**src/hdl/two_class_priority_deque_defines.svh**
```systemverilog
// Assertion macros for the two-class priority deque.
`ifndef TWO_CLASS_PRIORITY_DEQUE_DEFINES_SVH
`define TWO_CLASS_PRIORITY_DEQUE_DEFINES_SVH

// Same-cycle implication, sampled on clk, off during reset.
`define TCPD_ASSERT_NOW(label, ante, cons, msg) \
    label: assert property (@(posedge clk) disable iff (!rst_n) (ante) |-> (cons)) \
        else $error(msg);

// Next-cycle implication, sampled on clk, off during reset.
`define TCPD_ASSERT_NEXT(label, ante, cons, msg) \
    label: assert property (@(posedge clk) disable iff (!rst_n) (ante) |=> (cons)) \
        else $error(msg);

`endif

```
**src/hdl/tcpd_pkg.sv**
```systemverilog
// Shared types and codes for the two-class priority deque.
package tcpd_pkg;

    typedef enum logic [2:0] {
        OP_PUSH_FRONT  = 3'd0,
        OP_PUSH_BACK   = 3'd1,
        OP_POP_FRONT   = 3'd2,
        OP_POP_BACK    = 3'd3,
        OP_PUSH_URGENT = 3'd4
    } op_t;

    typedef enum logic [1:0] {
        ST_DONE      = 2'd0,
        ST_POP_EMPTY = 2'd1,
        ST_PUSH_FULL = 2'd2
    } status_t;

    typedef struct packed {
        logic [2:0]  opcode;
        logic [31:0] entry_data;
        logic        entry_critical;
    } cmd_t;

    typedef struct packed {
        logic [31:0] front_data;
        logic        front_critical;
        logic [31:0] back_data;
        logic        back_critical;
        logic [4:0]  occupancy;
        logic        is_empty;
        logic [1:0]  op_status;
    } result_t;

    typedef struct packed {
        logic add_front;
        logic add_back;
        logic take_front;
        logic push_urgent;
    } cell_ctl_t;

endpackage

```
**src/hdl/two_class_priority_deque.sv**
```systemverilog
// Top level of the two-class priority deque: control, count and a chain of slot cells.
// The result beat appears in the cycle after start is taken, with done high for one cycle.
// Throughput: one operation per cycle; busy stays low, and all cells update in the same cycle.
// The critical-run search and back-entry select ripple through the cell chain.
// Reset: rst_n clears the count, status and done; slot contents are not cleared.
// The receiver cannot stall: each result beat is taken in the cycle it is shown.
`include "two_class_priority_deque_defines.svh"

module two_class_priority_deque #(
    parameter int CAPACITY   = 16,
    parameter int DATA_WIDTH = 32
) (
    input  logic              clk,
    input  logic              rst_n,
    input  logic              start,
    output logic              busy,
    input  tcpd_pkg::cmd_t    cmd,
    output logic              done,
    output tcpd_pkg::result_t result
);
    import tcpd_pkg::*;

    localparam int CW = $clog2(CAPACITY + 1);

    logic [CW-1:0] count_reg, count_next;
    status_t       status_reg, status_next;
    logic          done_reg;

    logic          accept;
    logic          full;
    logic          empty;
    cell_ctl_t     ctl;

    logic [DATA_WIDTH-1:0] push_data;
    logic [DATA_WIDTH-1:0] cell_data  [CAPACITY];
    logic                  cell_crit  [CAPACITY];
    logic [DATA_WIDTH-1:0] left_data  [CAPACITY];
    logic                  left_crit  [CAPACITY];
    logic [DATA_WIDTH-1:0] right_data [CAPACITY];
    logic                  right_crit [CAPACITY];
    logic                  run_chain  [CAPACITY+1];
    logic [DATA_WIDTH-1:0] bdata_chain [CAPACITY+1];
    logic                  bcrit_chain [CAPACITY+1];

    assign busy      = 1'b0;
    assign accept    = start & ~busy;
    assign full      = count_reg == CW'(CAPACITY);
    assign empty     = count_reg == '0;
    assign push_data = DATA_WIDTH'(cmd.entry_data);

    always_comb
    begin
        ctl         = '0;
        count_next  = count_reg;
        status_next = ST_DONE;
        if (accept)
        begin
            unique case (cmd.opcode) inside
                OP_PUSH_FRONT, OP_PUSH_BACK, OP_PUSH_URGENT:
                begin
                    if (full)
                    begin
                        status_next = ST_PUSH_FULL;
                    end
                    else
                    begin
                        ctl.add_front   = cmd.opcode == OP_PUSH_FRONT;
                        ctl.add_back    = cmd.opcode == OP_PUSH_BACK;
                        ctl.push_urgent = cmd.opcode == OP_PUSH_URGENT;
                        count_next      = count_reg + CW'(1);
                    end
                end
                OP_POP_FRONT, OP_POP_BACK:
                begin
                    if (empty)
                    begin
                        status_next = ST_POP_EMPTY;
                    end
                    else
                    begin
                        ctl.take_front = cmd.opcode == OP_POP_FRONT;
                        count_next     = count_reg - CW'(1);
                    end
                end
                default:
                begin
                    status_next = ST_DONE;
                end
            endcase
        end
    end

    always_ff @(posedge clk or negedge rst_n)
    begin
        if (!rst_n)
        begin
            count_reg  <= '0;
            status_reg <= ST_DONE;
            done_reg   <= 1'b0;
        end
        else
        begin
            count_reg  <= count_next;
            status_reg <= status_next;
            done_reg   <= accept;
        end
    end

    assign run_chain[0]   = 1'b1;
    assign bdata_chain[0] = '0;
    assign bcrit_chain[0] = 1'b0;

    for (genvar g = 0; g < CAPACITY; g++)
    begin : g_cell
        if (g == 0)
        begin : g_head
            assign left_data[g] = push_data;
            assign left_crit[g] = cmd.entry_critical;
        end
        else
        begin : g_mid
            assign left_data[g] = cell_data[g-1];
            assign left_crit[g] = cell_crit[g-1];
        end

        if (g == CAPACITY - 1)
        begin : g_tail
            assign right_data[g] = '0;
            assign right_crit[g] = 1'b0;
        end
        else
        begin : g_body
            assign right_data[g] = cell_data[g+1];
            assign right_crit[g] = cell_crit[g+1];
        end

        tcpd_cell #(
            .IDX        (g),
            .CW         (CW),
            .DATA_WIDTH (DATA_WIDTH)
        ) u_cell (
            .clk           (clk),
            .ctl           (ctl),
            .count         (count_reg),
            .ins_data      (push_data),
            .ins_crit      (cmd.entry_critical),
            .left_data     (left_data[g]),
            .left_crit     (left_crit[g]),
            .right_data    (right_data[g]),
            .right_crit    (right_crit[g]),
            .run_in        (run_chain[g]),
            .run_out       (run_chain[g+1]),
            .back_data_in  (bdata_chain[g]),
            .back_crit_in  (bcrit_chain[g]),
            .back_data_out (bdata_chain[g+1]),
            .back_crit_out (bcrit_chain[g+1]),
            .data          (cell_data[g]),
            .crit          (cell_crit[g])
        );
    end

    assign done                  = done_reg;
    assign result.front_data     = empty ? '0 : 32'(cell_data[0]);
    assign result.front_critical = ~empty & cell_crit[0];
    assign result.back_data      = 32'(bdata_chain[CAPACITY]);
    assign result.back_critical  = bcrit_chain[CAPACITY];
    assign result.occupancy      = 5'(count_reg);
    assign result.is_empty       = empty;
    assign result.op_status      = status_reg;

    `TCPD_ASSERT_NOW(a_count_bound, 1'b1, count_reg <= CW'(CAPACITY), "count above capacity")
    `TCPD_ASSERT_NEXT(a_one_result, accept, done, "accepted beat gave no result")
    `TCPD_ASSERT_NOW(a_full_drop, done && status_reg == ST_PUSH_FULL, full, "drop while not full")
    `TCPD_ASSERT_NOW(a_empty_pop, done && status_reg == ST_POP_EMPTY, empty, "bad pop status")
    `TCPD_ASSERT_NOW(a_empty_view, empty, {result.back_data, result.back_critical} == '0, "back set")

endmodule

```
**src/hdl/tcpd_cell.sv**
```systemverilog
// One slot of the deque chain: holds an entry and shifts with its neighbors.
module tcpd_cell #(
    parameter int IDX        = 0,
    parameter int CW         = 5,
    parameter int DATA_WIDTH = 32
) (
    input  logic                  clk,
    input  tcpd_pkg::cell_ctl_t   ctl,
    input  logic [CW-1:0]         count,
    input  logic [DATA_WIDTH-1:0] ins_data,
    input  logic                  ins_crit,
    input  logic [DATA_WIDTH-1:0] left_data,
    input  logic                  left_crit,
    input  logic [DATA_WIDTH-1:0] right_data,
    input  logic                  right_crit,
    input  logic                  run_in,
    output logic                  run_out,
    input  logic [DATA_WIDTH-1:0] back_data_in,
    input  logic                  back_crit_in,
    output logic [DATA_WIDTH-1:0] back_data_out,
    output logic                  back_crit_out,
    output logic [DATA_WIDTH-1:0] data,
    output logic                  crit
);
    import tcpd_pkg::*;

    logic [DATA_WIDTH-1:0] data_reg, data_next;
    logic                  crit_reg, crit_next;
    logic                  occupied;
    logic                  is_last;
    logic                  in_run;

    assign occupied = count > CW'(IDX);
    assign is_last  = count == CW'(IDX + 1);
    assign in_run   = occupied & crit_reg;
    assign run_out  = run_in & in_run;

    assign back_data_out = back_data_in | (is_last ? data_reg : '0);
    assign back_crit_out = back_crit_in | (is_last & crit_reg);

    assign data = data_reg;
    assign crit = crit_reg;

    always_comb
    begin
        data_next = data_reg;
        crit_next = crit_reg;
        if (ctl.add_front)
        begin
            if (IDX == 0)
            begin
                data_next = ins_data;
                crit_next = ins_crit;
            end
            else
            begin
                data_next = left_data;
                crit_next = left_crit;
            end
        end
        else if (ctl.add_back)
        begin
            if (count == CW'(IDX))
            begin
                data_next = ins_data;
                crit_next = ins_crit;
            end
        end
        else if (ctl.take_front)
        begin
            data_next = right_data;
            crit_next = right_crit;
        end
        else if (ctl.push_urgent)
        begin
            // insertion point: first cell past the critical run
            if (run_in && !in_run)
            begin
                data_next = ins_data;
                crit_next = ins_crit;
            end
            else if (!run_in)
            begin
                data_next = left_data;
                crit_next = left_crit;
            end
        end
    end

    always_ff @(posedge clk)
    begin
        data_reg <= data_next;
        crit_reg <= crit_next;
    end

endmodule

```
**config.mk**
```make
export PLATFORM = sky130hd
export DESIGN_NAME = two_class_priority_deque
export DESIGN_NICKNAME = d
export VERILOG_FILES = /design/src/hdl/tcpd_pkg.sv /design/src/hdl/two_class_priority_deque.sv /design/src/hdl/tcpd_cell.sv
export VERILOG_INCLUDE_DIRS = /design/src /design/src/hdl
export SDC_FILE = /design/constraint.sdc
export NUM_CORES = 2
export LEC_CHECK = 0
export ABC_AREA = 1
export BUFFER_PORTS_ARGS = -buffer_cell sky130_fd_sc_hd__buf_2
export CAP_MARGIN = 20
export CELL_PAD_IN_SITES_DETAIL_PLACEMENT = 1
export CELL_PAD_IN_SITES_GLOBAL_PLACEMENT = 2
export CORE_ASPECT_RATIO = 1.5
export CORE_MARGIN = 3
export CORE_UTILIZATION = 38
export DETAILED_ROUTE_END_ITERATION = 16
export GPL_TIMING_DRIVEN = 0
export PLACE_DENSITY = 0.87
export SLEW_MARGIN = 20
export SYNTH_ARGS = -nofsm -noshare
export SYNTH_HDL_FRONTEND = slang
export SYNTH_SLANG_ARGS = --single-unit
```
**constraint.sdc**
```tcl
create_clock -name clk -period 6.19 [get_ports clk]
set_input_delay 0.9285 -clock clk [delete_from_list [all_inputs] [get_ports clk]]
set_output_delay 0.9285 -clock clk [all_outputs]
set_load 0.02 [all_outputs]
```
Word level (Yosys, flattened, before mapping)
Index checks and enable logic that the tools add are counted.
{"block": "word_totals", "reg_bits": 536, "inputBits": 39}
{"block": "classes", "eq_ne": 54, "order_cmp": 16, "add_sub_neg": 2, "n_bitwise": 78, "reduce_logical": 53, "muxes": 253}
{"operator": "$mux 32", "n": 128}
{"operator": "$or 32x32->32", "n": 15}
{"operator": "$mux 1", "n": 116}
{"operator": "$ne 5x5->1 const B", "n": 15}
{"operator": "$reduce_and 3->1", "n": 16}
{"operator": "$and 1x1->1", "n": 47}
{"operator": "$ne 3x1->1 const B", "n": 15}
{"operator": "$eq 5x4->1 const B", "n": 8}
{"operator": "$gt 5x4->1 const B", "n": 8}
{"operator": "$eq 5x3->1 const B", "n": 4}
{"operator": "$gt 5x3->1 const B", "n": 4}
{"operator": "$logic_and 1x1->1", "n": 15}
{"operator": "$logic_not 1->1", "n": 15}
{"operator": "$or 1x1->1", "n": 15}
{"operator": "$eq 5x2->1 const B", "n": 2}
{"operator": "$gt 5x1->1 const B", "n": 2}
{"operator": "$gt 5x2->1 const B", "n": 2}
{"operator": "$mux 5", "n": 2}
{"operator": "$pmux 5 s2", "n": 1}
{"operator": "$mux 2", "n": 4}
{"operator": "$eq 3x2->1 const B", "n": 2}
{"operator": "$add 5x1->5 const B", "n": 1}
{"operator": "$eq 5x1->1 const B", "n": 1}
{"operator": "$eq 5x5->1 const B", "n": 1}
{"operator": "16 further kinds", "n": 17}

Longest topological paths before layout
{"block": "logic_depth", "depth_word": 22, "ltp_mapped": 19}

Hierarchy
From an unflattened synthesis, not the netlist that was laid out.
{"block": "unflattened", "cells_unflattened": 6843, "area_unflattened_um2": 47211.5}
{"module": "tcpd_cell at g_cell[15].u_cell", "instances": 1, "seq_area_each_um2": 991.0, "cells_per_inst": 549, "area_each_um2": 3280.6}
{"module": "tcpd_cell at g_cell[7].u_cell", "instances": 1, "seq_area_each_um2": 991.0, "cells_per_inst": 473, "area_each_um2": 3042.9}
{"module": "tcpd_cell at g_cell[10].u_cell", "instances": 1, "seq_area_each_um2": 991.0, "cells_per_inst": 418, "area_each_um2": 3032.9}
{"module": "tcpd_cell at g_cell[11].u_cell", "instances": 1, "seq_area_each_um2": 991.0, "cells_per_inst": 474, "area_each_um2": 3020.4}
{"module": "tcpd_cell at g_cell[6].u_cell", "instances": 1, "seq_area_each_um2": 991.0, "cells_per_inst": 411, "area_each_um2": 2952.8}
{"module": "tcpd_cell at g_cell[5].u_cell", "instances": 1, "seq_area_each_um2": 991.0, "cells_per_inst": 408, "area_each_um2": 2901.5}
{"module": "tcpd_cell at g_cell[1].u_cell", "instances": 1, "seq_area_each_um2": 991.0, "cells_per_inst": 407, "area_each_um2": 2880.3}
{"module": "tcpd_cell at g_cell[8].u_cell", "instances": 1, "seq_area_each_um2": 991.0, "cells_per_inst": 408, "area_each_um2": 2847.7}
{"module": "tcpd_cell at g_cell[2].u_cell", "instances": 1, "seq_area_each_um2": 991.0, "cells_per_inst": 408, "area_each_um2": 2846.5}
{"module": "tcpd_cell at g_cell[4].u_cell", "instances": 1, "seq_area_each_um2": 991.0, "cells_per_inst": 408, "area_each_um2": 2839.0}
{"module": "tcpd_cell at g_cell[12].u_cell", "instances": 1, "seq_area_each_um2": 991.0, "cells_per_inst": 408, "area_each_um2": 2832.7}
{"module": "tcpd_cell at g_cell[0].u_cell", "instances": 1, "seq_area_each_um2": 991.0, "cells_per_inst": 404, "area_each_um2": 2806.4}
{"module": "tcpd_cell at g_cell[13].u_cell", "instances": 1, "seq_area_each_um2": 991.0, "cells_per_inst": 377, "area_each_um2": 2786.4}
{"module": "tcpd_cell at g_cell[3].u_cell", "instances": 1, "seq_area_each_um2": 991.0, "cells_per_inst": 376, "area_each_um2": 2761.4}
{"module": "+3 rows"}

Worst setup path after synthesis
Ideal clock, no wire load.
{"block": "synth_timing", "path_kind": "input -> register", "from": "input cmd[34] in the netlist's numbering", "to": "register g_cell[0].u_cell.crit_reg, enable pin", "path_slack_ns": 0.843, "path_stages": 11, "arrival_ns": 4.869, "required_ns": 5.712, "path_cell_list": "inv_1 > nor2_1 > inv_1 > nor3_1 > nand2_1 > nand2_1 > nor2_1 > buf_4 > buf_4 > buf_2 > a221oi_1"}
{"block": "synth_via", "elab_chain_cells": 6}
{"element": "from (decl)", "line_no": "two_class_priority_deque.sv:17", "source": "input tcpd_pkg::cmd_t cmd,"}
{"element": "$eq 3x1->1, or another cell as far along", "line_no": "two_class_priority_deque.sv:68", "source": "ctl.add_back = cmd.opcode == OP_PUSH_BACK;"}
{"element": "$reduce_or 3->1, or another cell as far along", "line_no": "two_class_priority_deque.sv:58", "source": "unique case (cmd.opcode) inside"}
{"element": "$mux 2 or $mux 1 (tied branches)", "line_no": "two_class_priority_deque.sv:58"}
{"element": "$mux 4 *", "line_no": "two_class_priority_deque.sv:56", "source": "if (accept)"}
{"element": "$ne 4x4->1 (no source line), or another cell as far along"}
{"element": "$reduce_and 3->1 (no source line) *"}
{"element": "to (signal assigned)", "line_no": "tcpd_cell.sv:93", "source": "crit_reg <= crit_next;"}
{"element": "to (decl)", "line_no": "tcpd_cell.sv:28", "source": "logic crit_reg, crit_next;"}
Mark *: on every way between the ends. The rest lies on a longest branch, timed or not.
A chain may end at the register's enable or synchronous reset.

==> metrics.csv <==
metric;value;unit
ys_warn_count;0;
proportion_of_netlist_area_held_by_the_largest_area_contributor;44.88;%
track_usage;43.47;%
htreeDepth;2;
design.portCount;115;
cts_tree;yes;
rows;136;
clock_latency;700;ps
timing.fmax;0.1583;GHz
clk_root_buffer_cell;sky130_fd_sc_hd__clkbuf_16;
die_h;379.4;um
cp_data_arrival_time;5390;ps
yosys-top-cells-area;sky130_fd_sc_hd__edfxtp_1 45%, sky130_fd_sc_hd__nand2_1 8.9%, sky130_fd_sc_hd__a21oi_1 8.0%, sky130_fd_sc_hd__o21ai_0 7.6%, sky130_fd_sc_hd__o211ai_1 5.3%;
critical_path_class;reg -> out;
cts.hold.buffers_added;0;
synth.avg_cell_area;7.790;um2
area_growth;12.76;%
finalWorstPathRequiredPeriod;6317;ps
postSynth.topFlopCell;sky130_fd_sc_hd__edfxtp_1;
slew-limit-headroom;14.92;%
drt_drc_violations_left;0;
synth.lib_cells_used.distinct;44;
timing.critical_path.required;5260;ps
cts_buffer_depth;3;
initial_standard_cell_utilization_of_the_core;38.45;%
largest_register_ff_count;512;
port_buffers;106;
drt-total-wl;213600;um
die-width;255.0;um
final_util;43.35;%
p_leak;14.29;nW
vdd_ir_drop_max;0.2007;mV
core;91890;um2
via_per_inst;6.580;
total_standard_cell_area_after_synthesis;35330;um2
net_total_in_the_final_layout;4775;
detail_route.first_pass.iterations;5;
cts_setup_buffers;0;
finalSetupViolCount;4;
worst_slew_pin_slew;1276;ps
drt.antenna.violating_nets;0;
clock_sinks;536;
synth-edff-count;528;
status;finished, violations left;
syn-num-nets;4580;
rsz0062_at_grt;no;
hold_viol;0;
violations;setup timing;
commonest_cells_after_routing_fill_and_taps_aside;833 x sky130_fd_sc_hd__nand2_1, 563 x sky130_fd_sc_hd__a21oi_1, 534 x sky130_fd_sc_hd__o21ai_0;
totalNegativeSetupSlack;-155.5;ps
grt_antenna_before_repair;11;
pre_cts_ws;175.5;ps
detailroute.via_count;39241;
synthArstFlopShare;1.493;%
global_route.overflow_total;0;
netlist.top_cell.by_area;sky130_fd_sc_hd__edfxtp_1;
routed_wire_length_per_instance;35.82;um
power_density;340.3;nW/um2
tritoncts.num_buffers;61;
global_route_wire_length_before_repair;293200;um
final_common_cell;sky130_fd_sc_hd__nand2_1;
drv_cap;0;
final_max_slew_viol_count;0;
fin_crit_sh;102.1;%
synth_seq_area_share;45.45;%
worst_slack;-127.4;ps
path_clk_slew;70;ps
first_global_vias;37866;
place.detailed.hpwl;171900;um
synth-seq-cells;536;
grt_start_max_net_pins;34;
drive_above_1_share;7.174;%
crit_path_start_kind;flip-flop;
synthesis.instances;4535;
crit_path_end_kind;output pin;
detailedRoute.firstIterationViolations;4992;
worst-path-max-fanout;11;
fin_skew;30.09;ps
die_area;96740;um2
place.gp.congestion;1.036;
hp-class;in -> async;
## worst max-delay path, cell delays in order, from the launching register on
cell	delay, ps
sky130_fd_sc_hd__dfrtp_1	500
sky130_fd_sc_hd__inv_2	140
sky130_fd_sc_hd__ha_1	260
sky130_fd_sc_hd__nand3_1	890
sky130_fd_sc_hd__clkinv_2	650
sky130_fd_sc_hd__clkbuf_1	640
sky130_fd_sc_hd__a221oi_1	880
sky130_fd_sc_hd__nand4_1	390
sky130_fd_sc_hd__buf_2	280
## kinds of logic after synthesis
logic type | after synthesis | share of synthesized area, %
AO/OA/AOI/OAI | 1738 | 28.67
XOR/XNOR | 5 | 0.1239
adder cells (fa/ha/maj) | 6 | 0.2125
buffers and inverters | 782 | 8.564
flip-flops | 536 | 45.45
other | 1 | 0.01061
AND/OR/NAND/NOR | 1467 | 16.97
## path summary, 6_finish.rpt
check,slack [ps],to,depth (start not counted),start
hold reg to reg,580,g_cell[14].u_cell.data[24],2,g_cell[13].u_cell.data[24]
max in group asynchronous,5920,status_reg[0],1,rst_n
min in group clk,390,done,1,start
hold / removal,70,status_reg[1],1,rst_n
setup reg to reg,0,g_cell[2].u_cell.data[9],12,count_reg[1]
setup / recovery,-130,result[23],8,count_reg[0]
## layer usage
layer,wire length [um],share of wire (%),vias to the layer above,GRT usage [%]
li1,-,-,16593,-
met1,77220,36,19288,51.73
met2,95210,45,2613,68.22
met3,20670,9.7,745,9.107
met4,20500,9.6,2,34.15
met5,12,0.0056,-,0
## power by group
part           internal [W]  switching [W]  total, W
Clock               0.00194        0.00177   0.00370
Sequential          0.00457       0.000367   0.00493
Combinational       0.00124        0.00368   0.00492
## through the flow
step	hold slack [ps]	power, W	instance area (um2)	std cells
after floorplan	532.7	0.007391	35330	4535
after global placement	552.0	0.009565	37330	5814
after detailed placement	566.6	0.009715	37940	5840
after CTS	65.96	0.01333	39790	5954
after global routing	83.97	0.01386	39820	5956
final	72.79	0.01356	39840	5964
## final cells by class
| cell class | count | area [um2] |
|---|---|---|
| fillers | 11361 | 52050 |
| multi-input cells | 3217 | 16400 |
| flip-flops and latches | 536 | 16060 |
| clock buffers | 79 | 1594 |
| plain buffers | 392 | 1592 |
| well taps | 1173 | 1468 |
| inverters | 390 | 1465 |
| repair buffers | 132 | 980.9 |
| clock inverters | 35 | 256.5 |
| diodes | 10 | 25.02 |
## cell usage after synthesis (26+ instances only)
library cell / count
sky130_fd_sc_hd__nand3_1: 105
sky130_fd_sc_hd__edfxtp_1: 528
sky130_fd_sc_hd__o22ai_1: 26
sky130_fd_sc_hd__nor2_1: 428
sky130_fd_sc_hd__o2111ai_1: 31
sky130_fd_sc_hd__nand4_1: 61
sky130_fd_sc_hd__a211oi_1: 31
sky130_fd_sc_hd__o211ai_1: 251
sky130_fd_sc_hd__o21ai_0: 534
sky130_fd_sc_hd__inv_1: 369
sky130_fd_sc_hd__o221ai_1: 105
sky130_fd_sc_hd__clkbuf_1: 328
sky130_fd_sc_hd__a221oi_1: 28
sky130_fd_sc_hd__a21oi_1: 567
sky130_fd_sc_hd__o21ai_1: 137
sky130_fd_sc_hd__buf_2: 40
sky130_fd_sc_hd__nand2_1: 833
## timing repair
item / 4_1_cts / 5_1_grt
endpoints found under the hold margin: 0 / 0
gates resized for setup: 3 / 4
cloned: 0 / 0
setup endpoints to repair: 4 / 87
No activity file was read; power rests on OpenSTA's default activity.
